## src/hw/rtl/dbmc_pkg.sv

```systemverilog
// Package: shared types, codes and helpers of the debounced button mode cycler.
`timescale 1ns / 1ps

package dbmc_pkg;

   // Counter width of the steady and hold counters
   localparam int CNT_W = 16;
   // Width used to compare counters against the tick registers
   localparam int CMP_W = (CNT_W > 16) ? CNT_W : 16;

   localparam int DEB_W   = 10;
   localparam int LPT_W   = 16;
   localparam int MODE_W  = 2;
   localparam int FUNC_W  = 2;
   localparam int CSR_IDX_W  = 2;
   localparam int CSR_DATA_W = 16;

   typedef logic [CNT_W-1:0]  count_type;
   typedef logic [MODE_W-1:0] mode_type;

   // Item kinds
   localparam logic [FUNC_W-1:0] FUNC_TICK = 2'd0;
   localparam logic [FUNC_W-1:0] FUNC_MODE = 2'd1;
   localparam logic [FUNC_W-1:0] FUNC_LOCK = 2'd2;

   // Mode codes
   localparam mode_type MODE_OFF      = 2'd0;
   localparam mode_type MODE_SALIDA   = 2'd1;
   localparam mode_type MODE_RETORNO  = 2'd2;
   localparam mode_type MODE_REGISTRO = 2'd3;

   // Register indexes
   localparam logic [CSR_IDX_W-1:0] CSR_DEBOUNCE   = 2'd0;
   localparam logic [CSR_IDX_W-1:0] CSR_LONG_PRESS = 2'd1;
   localparam logic [CSR_IDX_W-1:0] CSR_RESET_MODE = 2'd2;

   // Register reset values
   localparam logic [DEB_W-1:0]  DEBOUNCE_RST   = 10'd50;
   localparam logic [LPT_W-1:0]  LONG_PRESS_RST = 16'd5000;
   localparam mode_type          RESET_MODE_RST = MODE_OFF;

   typedef struct packed {
      logic [FUNC_W-1:0] func;
      logic              pin_level;
      mode_type          new_mode;
      logic              lock_value;
   } req_word_type;

   typedef struct packed {
      mode_type mode;
      logic     mode_changed;
      logic     press_rejected;
      logic     long_press;
      logic     locked_now;
   } rsp_word_type;

   typedef struct packed {
      logic [DEB_W-1:0] debounce_ticks;
      logic [LPT_W-1:0] long_press_ticks;
      mode_type         reset_mode;
   } cfg_type;

   function automatic count_type sat_inc(input count_type v);
      count_type r;
      r = (v == '1) ? v : v + count_type'(1);
      return r;
   endfunction

   // Short-press cycle: salida -> retorno -> off -> salida, registro -> salida
   function automatic mode_type next_mode(input mode_type m);
      mode_type r;
      unique case (m)
         MODE_SALIDA:  r = MODE_RETORNO;
         MODE_RETORNO: r = MODE_OFF;
         default:      r = MODE_SALIDA;
      endcase
      return r;
   endfunction

endpackage

```

## src/hw/rtl/dbmc_csr.sv

```systemverilog
// Configuration registers of the debounced button mode cycler.
`timescale 1ns / 1ps

module dbmc_csr (
   input  logic                               clock,
   input  logic                               reset,
   input  logic                               wr_en,
   input  logic [dbmc_pkg::CSR_IDX_W-1:0]     wr_index,
   input  logic [dbmc_pkg::CSR_DATA_W-1:0]    wr_data,
   output dbmc_pkg::cfg_type                  cfg
);

   logic [dbmc_pkg::DEB_W-1:0] debounce_ff, debounce_in;
   logic [dbmc_pkg::LPT_W-1:0] long_press_ff, long_press_in;
   dbmc_pkg::mode_type         reset_mode_ff, reset_mode_in;

   always_comb begin
      debounce_in   = debounce_ff;
      long_press_in = long_press_ff;
      reset_mode_in = reset_mode_ff;
      if (reset) begin
         debounce_in   = dbmc_pkg::DEBOUNCE_RST;
         long_press_in = dbmc_pkg::LONG_PRESS_RST;
         reset_mode_in = dbmc_pkg::RESET_MODE_RST;
      end else if (wr_en) begin
         unique case (wr_index)
            dbmc_pkg::CSR_DEBOUNCE:   debounce_in   = wr_data[dbmc_pkg::DEB_W-1:0];
            dbmc_pkg::CSR_LONG_PRESS: long_press_in = wr_data[dbmc_pkg::LPT_W-1:0];
            dbmc_pkg::CSR_RESET_MODE: reset_mode_in = wr_data[dbmc_pkg::MODE_W-1:0];
            default: ;
         endcase
      end
   end

   always_ff @(posedge clock) begin
      debounce_ff   <= debounce_in;
      long_press_ff <= long_press_in;
      reset_mode_ff <= reset_mode_in;
   end

   // The reset mode is the register's next value, so reset loads the default mode
   assign cfg.debounce_ticks   = debounce_ff;
   assign cfg.long_press_ticks = long_press_ff;
   assign cfg.reset_mode       = reset_mode_in;

endmodule

```

## src/hw/rtl/dbmc_core.sv

```systemverilog
// Debounce, hold timing and mode state, updated once per advanced word.
`timescale 1ns / 1ps

module dbmc_core (
   input  logic                   clock,
   input  logic                   reset,
   input  logic                   advance,
   input  dbmc_pkg::req_word_type word,
   input  dbmc_pkg::cfg_type      cfg,
   output dbmc_pkg::rsp_word_type result
);

   logic                 prev_ff, prev_in;
   logic                 stable_ff, stable_in;
   dbmc_pkg::count_type  steady_ff, steady_in;
   dbmc_pkg::count_type  hold_ff, hold_in;
   logic                 pressing_ff, pressing_in;
   logic                 fired_ff, fired_in;
   logic                 locked_ff, locked_in;
   dbmc_pkg::mode_type   mode_ff, mode_in;

   logic                 changed, rejected, longp, level_taken;
   dbmc_pkg::count_type  hold_step;

   always_comb begin
      prev_in     = prev_ff;
      stable_in   = stable_ff;
      steady_in   = steady_ff;
      hold_in     = hold_ff;
      pressing_in = pressing_ff;
      fired_in    = fired_ff;
      locked_in   = locked_ff;
      mode_in     = mode_ff;
      changed     = 1'b0;
      rejected    = 1'b0;
      longp       = 1'b0;
      hold_step   = pressing_ff ? dbmc_pkg::sat_inc(hold_ff) : hold_ff;
      level_taken = 1'b0;

      unique case (word.func)
         dbmc_pkg::FUNC_TICK: begin
            hold_in   = hold_step;
            steady_in = (word.pin_level != prev_ff) ? '0 : dbmc_pkg::sat_inc(steady_ff);
            level_taken = (dbmc_pkg::CMP_W'(steady_in) > dbmc_pkg::CMP_W'(cfg.debounce_ticks))
                          && (word.pin_level != stable_ff);
            if (level_taken) begin
               stable_in = word.pin_level;
               if (!word.pin_level) begin
                  hold_in     = '0;
                  pressing_in = 1'b1;
                  fired_in    = 1'b0;
               end else if (pressing_ff) begin
                  if ((dbmc_pkg::CMP_W'(hold_step) < dbmc_pkg::CMP_W'(cfg.long_press_ticks))
                      && !fired_ff) begin
                     if (locked_ff) begin
                        rejected = 1'b1;
                     end else begin
                        mode_in = dbmc_pkg::next_mode(mode_ff);
                        changed = 1'b1;
                     end
                  end
                  pressing_in = 1'b0;
               end
            end
            if (pressing_in && !fired_in
                && (dbmc_pkg::CMP_W'(hold_in) >= dbmc_pkg::CMP_W'(cfg.long_press_ticks))) begin
               fired_in = 1'b1;
               longp    = 1'b1;
            end
            prev_in = word.pin_level;
         end
         dbmc_pkg::FUNC_MODE: begin
            mode_in = word.new_mode;
            changed = 1'b1;
         end
         dbmc_pkg::FUNC_LOCK: begin
            locked_in = word.lock_value;
         end
         default: ;
      endcase
   end

   always_ff @(posedge clock) begin
      if (reset) begin
         prev_ff     <= 1'b1;
         stable_ff   <= 1'b1;
         steady_ff   <= '0;
         hold_ff     <= '0;
         pressing_ff <= 1'b0;
         fired_ff    <= 1'b0;
         locked_ff   <= 1'b0;
         mode_ff     <= cfg.reset_mode;
      end else if (advance) begin
         prev_ff     <= prev_in;
         stable_ff   <= stable_in;
         steady_ff   <= steady_in;
         hold_ff     <= hold_in;
         pressing_ff <= pressing_in;
         fired_ff    <= fired_in;
         locked_ff   <= locked_in;
         mode_ff     <= mode_in;
      end
   end

   assign result.mode           = mode_in;
   assign result.mode_changed   = changed;
   assign result.press_rejected = rejected;
   assign result.long_press     = longp;
   assign result.locked_now     = locked_in;

endmodule

```

## src/hw/rtl/debounced_button_mode_cycler_unit.sv

```systemverilog
// Top level of the debounced button mode cycler: handshakes and word registers.
`timescale 1ns / 1ps

// Debounced button mode cycler.
// Request channel (req_valid, req_stall, req_word): each word is either a
// 1 ms tick with the raw active-low button level, a mode write or a lock
// write. A word is taken at a rising edge with req_valid high and req_stall
// low. Response channel (rsp_valid, rsp_stall, rsp_word): exactly one word
// per request, in order, carrying the mode, the lock flag and the event
// flags (mode changed, press rejected, long press).
// Configuration (csr_valid, csr_ready, csr_index, csr_data): debounce ticks,
// long-press ticks and reset mode; csr_ready is always high. Write only
// while the block is idle.
// A request taken into the input register passes through the state update into
// the response register, which drives rsp_word. Throughput: one word per cycle
// while rsp_stall is low; the state update is a single pass of compares and
// saturating increments between the input and response registers.
// Reset (synchronous, active high): both stages empty, button released,
// counters cleared, unlocked, registers at defaults, mode off.
// When rsp_stall holds the response register, the input register still
// takes one more word; after that req_stall rises until the response moves.
module debounced_button_mode_cycler_unit (
   input  logic                                clock,
   input  logic                                reset,
   input  logic                                req_valid,
   output logic                                req_stall,
   input  dbmc_pkg::req_word_type              req_word,
   output logic                                rsp_valid,
   input  logic                                rsp_stall,
   output dbmc_pkg::rsp_word_type              rsp_word,
   input  logic                                csr_valid,
   output logic                                csr_ready,
   input  logic [dbmc_pkg::CSR_IDX_W-1:0]      csr_index,
   input  logic [dbmc_pkg::CSR_DATA_W-1:0]     csr_data
);

   logic                   in_valid_ff, in_valid_in;
   dbmc_pkg::req_word_type in_word_ff;
   logic                   out_valid_ff, out_valid_in;
   dbmc_pkg::rsp_word_type out_word_ff;

   logic                   req_take, out_free, advance;
   dbmc_pkg::cfg_type      cfg;
   dbmc_pkg::rsp_word_type result;

   // Configuration is always accepted
   assign csr_ready = 1'b1;

   dbmc_csr u_csr (
      .clock    (clock),
      .reset    (reset),
      .wr_en    (csr_valid && csr_ready),
      .wr_index (csr_index),
      .wr_data  (csr_data),
      .cfg      (cfg)
   );

   // Response register is free when empty or being drained this cycle
   assign out_free  = !out_valid_ff || !rsp_stall;
   // Move the held request into the state update and response register
   assign advance   = in_valid_ff && out_free;
   // Hold off the sender only when the input register cannot empty
   assign req_stall = in_valid_ff && !out_free;
   assign req_take  = req_valid && !req_stall;

   assign in_valid_in  = req_take || (in_valid_ff && !advance);
   assign out_valid_in = advance || (out_valid_ff && rsp_stall);

   dbmc_core u_core (
      .clock   (clock),
      .reset   (reset),
      .advance (advance),
      .word    (in_word_ff),
      .cfg     (cfg),
      .result  (result)
   );

   always_ff @(posedge clock) begin
      if (reset) begin
         in_valid_ff  <= 1'b0;
         out_valid_ff <= 1'b0;
      end else begin
         in_valid_ff  <= in_valid_in;
         out_valid_ff <= out_valid_in;
      end
   end

   // Payload registers: load on transfer, hold otherwise
   always_ff @(posedge clock) begin
      if (req_take) begin
         in_word_ff <= req_word;
      end
      if (advance) begin
         out_word_ff <= result;
      end
   end

   assign rsp_valid = out_valid_ff;
   assign rsp_word  = out_word_ff;

   // A release cannot both change the mode and be rejected
   a_change_xor_reject: assert property (@(posedge clock) disable iff (reset)
      rsp_valid |-> !(rsp_word.mode_changed && rsp_word.press_rejected))
      else $error("mode change and rejected press on one word");

   // A long press fires only while held, never with a mode change
   a_long_not_change: assert property (@(posedge clock) disable iff (reset)
      rsp_valid |-> !(rsp_word.long_press && rsp_word.mode_changed))
      else $error("long press together with mode change");

   // Back-pressure only when the input register is full and cannot drain
   a_stall_needs_full: assert property (@(posedge clock) disable iff (reset)
      req_stall |-> (in_valid_ff && out_valid_ff && rsp_stall))
      else $error("request stalled without a full pipeline");

   // A stalled response keeps its word
   a_out_held: assert property (@(posedge clock) disable iff (reset)
      (out_valid_ff && rsp_stall) |=> (out_valid_ff && $stable(out_word_ff)))
      else $error("response register changed under stall");

endmodule

```

## config.mk

```make
export PLATFORM = sky130hd
export DESIGN_NAME = debounced_button_mode_cycler_unit
export DESIGN_NICKNAME = d
export VERILOG_FILES = /design/src/hw/rtl/dbmc_pkg.sv /design/src/hw/rtl/dbmc_csr.sv /design/src/hw/rtl/dbmc_core.sv /design/src/hw/rtl/debounced_button_mode_cycler_unit.sv
export SDC_FILE = /design/constraint.sdc
export NUM_CORES = 1
export LEC_CHECK = 0
export BUFFER_PORTS_ARGS = -buffer_cell sky130_fd_sc_hd__clkbuf_2
export CORE_MARGIN = 5
export CORE_UTILIZATION = 57
export DETAILED_ROUTE_END_ITERATION = 8
export PLACE_DENSITY = 0.76
export SYNTH_ARGS = -nofsm -noshare
export SYNTH_HDL_FRONTEND = slang
export SYNTH_SLANG_ARGS = --single-unit
```

## constraint.sdc

```tcl
create_clock -name clock -period 11 [get_ports clock]
set_clock_uncertainty 0.05 [all_clocks]
set_input_delay 0 -clock clock [delete_from_list [all_inputs] [get_ports clock]]
set_output_delay 0 -clock clock [all_outputs]
set_load 0.02 [all_outputs]
```

==> metrics.txt <==
Worst R2R Start=u_core.steady_ff[0]; ys flop type=dfxtp_1; CP arrival=6.14 ns; Syn Area/Cell=8.05 um^2; Critical Path Source=u_core.steady_ff[0]; WP data required=11.04 ns; ratio of cells with drive above 1 in the final layout=10.1%; number of synthesized flops with an enable pin=14; Compound-Gate Fraction of Synth Area=18.4%; number of setup violations in the final report=0; hold_ws=0.0944 ns; nature of the critical path startpoint=register; Max stage delay on crit path=0.86 ns; CP Max Fanout=33; min Tclk post-route=6.09 ns; CP cell instances=ha_1 -> inv_1 -> nor3_1 -> a2111oi_0 -> xnor2_1 -> nor2_1 -> ha_1 -> a211o_1 -> a21oi_1 -> o21ai_0 -> o21ai_0 -> a311o_2 -> o21ai_0 -> ha_1 -> nand2b_1 -> a21o_1 -> a21oi_1 -> o21ai_0 -> a21o_1 -> a311oi_1 -> nor4_1; Netlist cell types=68; post-synthesis mux area share=0.596%; outcome=complete, no violations; Setup CP Type=register to register; ys async rst share=0%; synthesized-area fraction occupied by and/or/nand/nor cells=25.5%; initial cell density of the core=58.1%; LEAKAGE=2.24 nW; DPL Wire Length=8440 um; initial antenna violation count=0; Slew Viols, Final=0; clock buffer depth=2; setup TNS=0 ns; Placer Congestion=0.931; IO buf count=36; Initial DRT Pass Iterations=8; routed vias/inst=5.93; Yosys reg bits=79; R2R setup slack=4.91 ns; Worst Min Path Start=csr_index[1]; WP buf/inv=1; maximum clock frequency=0.164 GHz; CP endpoint kind=register; adder-cell share of the synthesized area=10.9%; largest family of logic cells by synthesized area=simple AND/OR/NAND/NOR gates; Mapped Cells=626; first-pass GRT wire length=20400 um; Fillers=723; Vias=4617; die area=0.0108 mm^2; pin count of the biggest net entering global routing=58; syn_nets=699; Core Area=0.00868 mm^2; relative slew slack=19.4%; Final #Nets=738; CTS Root Cell=clkbuf_8; Worst Max-Slew Pin Slew=1.21 ns; CTS tree=yes; Top cell by count, worst path=o21ai_0; hold crit path type=input pin to register; gr usage total=22.3%; # Max-Cap Violations=0; Yosys warnings=0; Ant. Diodes=0; CP top delay family=compound AO/OA/AOI/OAI gates; worst vdd ir=0.0000587 V; synth-to-layout area growth=12.6%; routed wire length per instance=15.5 um; DR DRC count=0; clk sink count=79; drt total wl=12100 um; Die Y-Extent=104 um; antenna violation net count after detailed routing=0; PwrDens=112 mW/mm^2; mapped cell area=0.00504 mm^2; placed instance area=0.00520 mm^2; num rows=34; RSZ-0062 raised after global routing=false; cts repair resizes=0; CTS Buf Count=9; Remaining Overflow, GRT=0; vias in the first global route=4418; post-CTS setup buffer count=0; CTS Hold Bufs=24; clock latency on the worst-skew pair=0.36 ns; Final Instance Area=0.00567 mm^2; Die X=104 um; clock transition at the registers of the reported paths=0.08 ns; Synth Area in XOR/XNOR=4.17%; IO Count=38; H-tree depth=3; DR iter-0 viols=239; sequential fraction of the synthesis area=34.2%; slowest stage cell, crit path=nor3_1; ratio of final minimum period to clock period=55.4%; final hold violations=0
-- kinds of logic after synthesis --
logic type	after synthesis
buf+inv	72
compound gates	146
simple gates	257
mux	3
fa+ha+maj	44
other cells	1
flops	79
xor+xnor	24
-- final timing paths --
path	endpoint	cells after the start
max	rsp_word[1]	21
min	u_csr.debounce_ff[2]	4
max reg2reg	rsp_word[1]	21
min reg2reg	u_csr.debounce_ff[2]	2
-- cell type report --
cell class | count | area [um^2] | share of cell area [%]
timing repair buffer | 61 | 428 | 7.54
clock buffer | 10 | 128 | 2.25
sequential | 79 | 1720 | 30.3
tap | 108 | 135 | 2.38
multi-input combinational | 475 | 3010 | 53.0
clock inverter | 6 | 109 | 1.92
inverter | 39 | 146 | 2.58
-- metal layers --
layer / GRT usage (%) / vias up / wire (um)
met4: 7.31 / 0 / 244
met3: 5.03 / 23 / 595
met5: 0 / - / 0
met2: 38.7 / 146 / 6090
met1: 27.3 / 2144 / 5120
li1: - / 2304 / -
-- sequential cells by signal, indices dropped and copies added, names as in the netlist, 2 cells and up --
register and count:
u_core.hold_ff 16, rsp_word 6, u_core.steady_ff 16, u_csr.debounce_ff 10
u_csr.long_press_ff 16, in_word_ff 6, u_core.mode_ff 2
-- Yosys cell counts (all sizes together) (14+ instances only) --
master | n | share of area [%]
nand2 | 105 | 7.9
dfxtp | 65 | 26
a21oi | 63 | 6.3
ha | 44 | 11
inv | 39 | 2.9
nor2 | 35 | 2.6
nand3 | 30 | 3.0
clkbuf | 24 | 2.0
o21ai | 21 | 2.1
and2 | 18 | 2.2
o211ai | 15 | 2.3
edfxtp | 14 | 8.3
nand4 | 14 | 2.2
xnor2 | 14 | 2.4
-- stage by stage --
| step | utilization (%) | power (mW) | worst slack [ns] | cells |
|---|---|---|---|---|
| global route | 65.4 | 0.662 | 4.41 | 778 |
| CTS | 65.4 | 0.636 | 4.91 | 778 |
| floorplan | - | 0.356 | 6.12 | 626 |
| global placement | 59.9 | 0.371 | 5.11 | 738 |
| finish | 65.4 | 0.633 | 4.91 | 778 |
| detailed placement | 59.9 | 0.374 | 4.92 | 738 |
-- power by group --
group,internal [mW],switching [mW],total [mW]
Clock,0.150,0.108,0.258
Sequential,0.303,0.00690,0.310
Combinational,0.0264,0.0382,0.0647
-- tightest hold or removal path: cells and delay by family --
family | cells | cell delay (ns)
compound gates | 1 | 0.05
buf+inv | 1 | 0.12
simple gates | 2 | 0.29
-- layout by cell type, fill, tap and decap left out, types with 7 or more instances in the layout --
master         count
nand4_1           12
and2_1            18
dfxtp_1           65
nor2_1            35
nand3_1           30
clkbuf_2          36
xnor2_1           14
a31oi_1            7
o211ai_1          14
nor4_1             7
dlygate4sd3_1     24
nor3_1            11
edfxtp_1          14
xor2_1            10
ha_1              44
o21ai_0           20
a21oi_1           63
inv_1             39
a211oi_1           7
nand2_1          104
clkbuf_8           9
No activity file was read; power rests on OpenSTA's default activity.
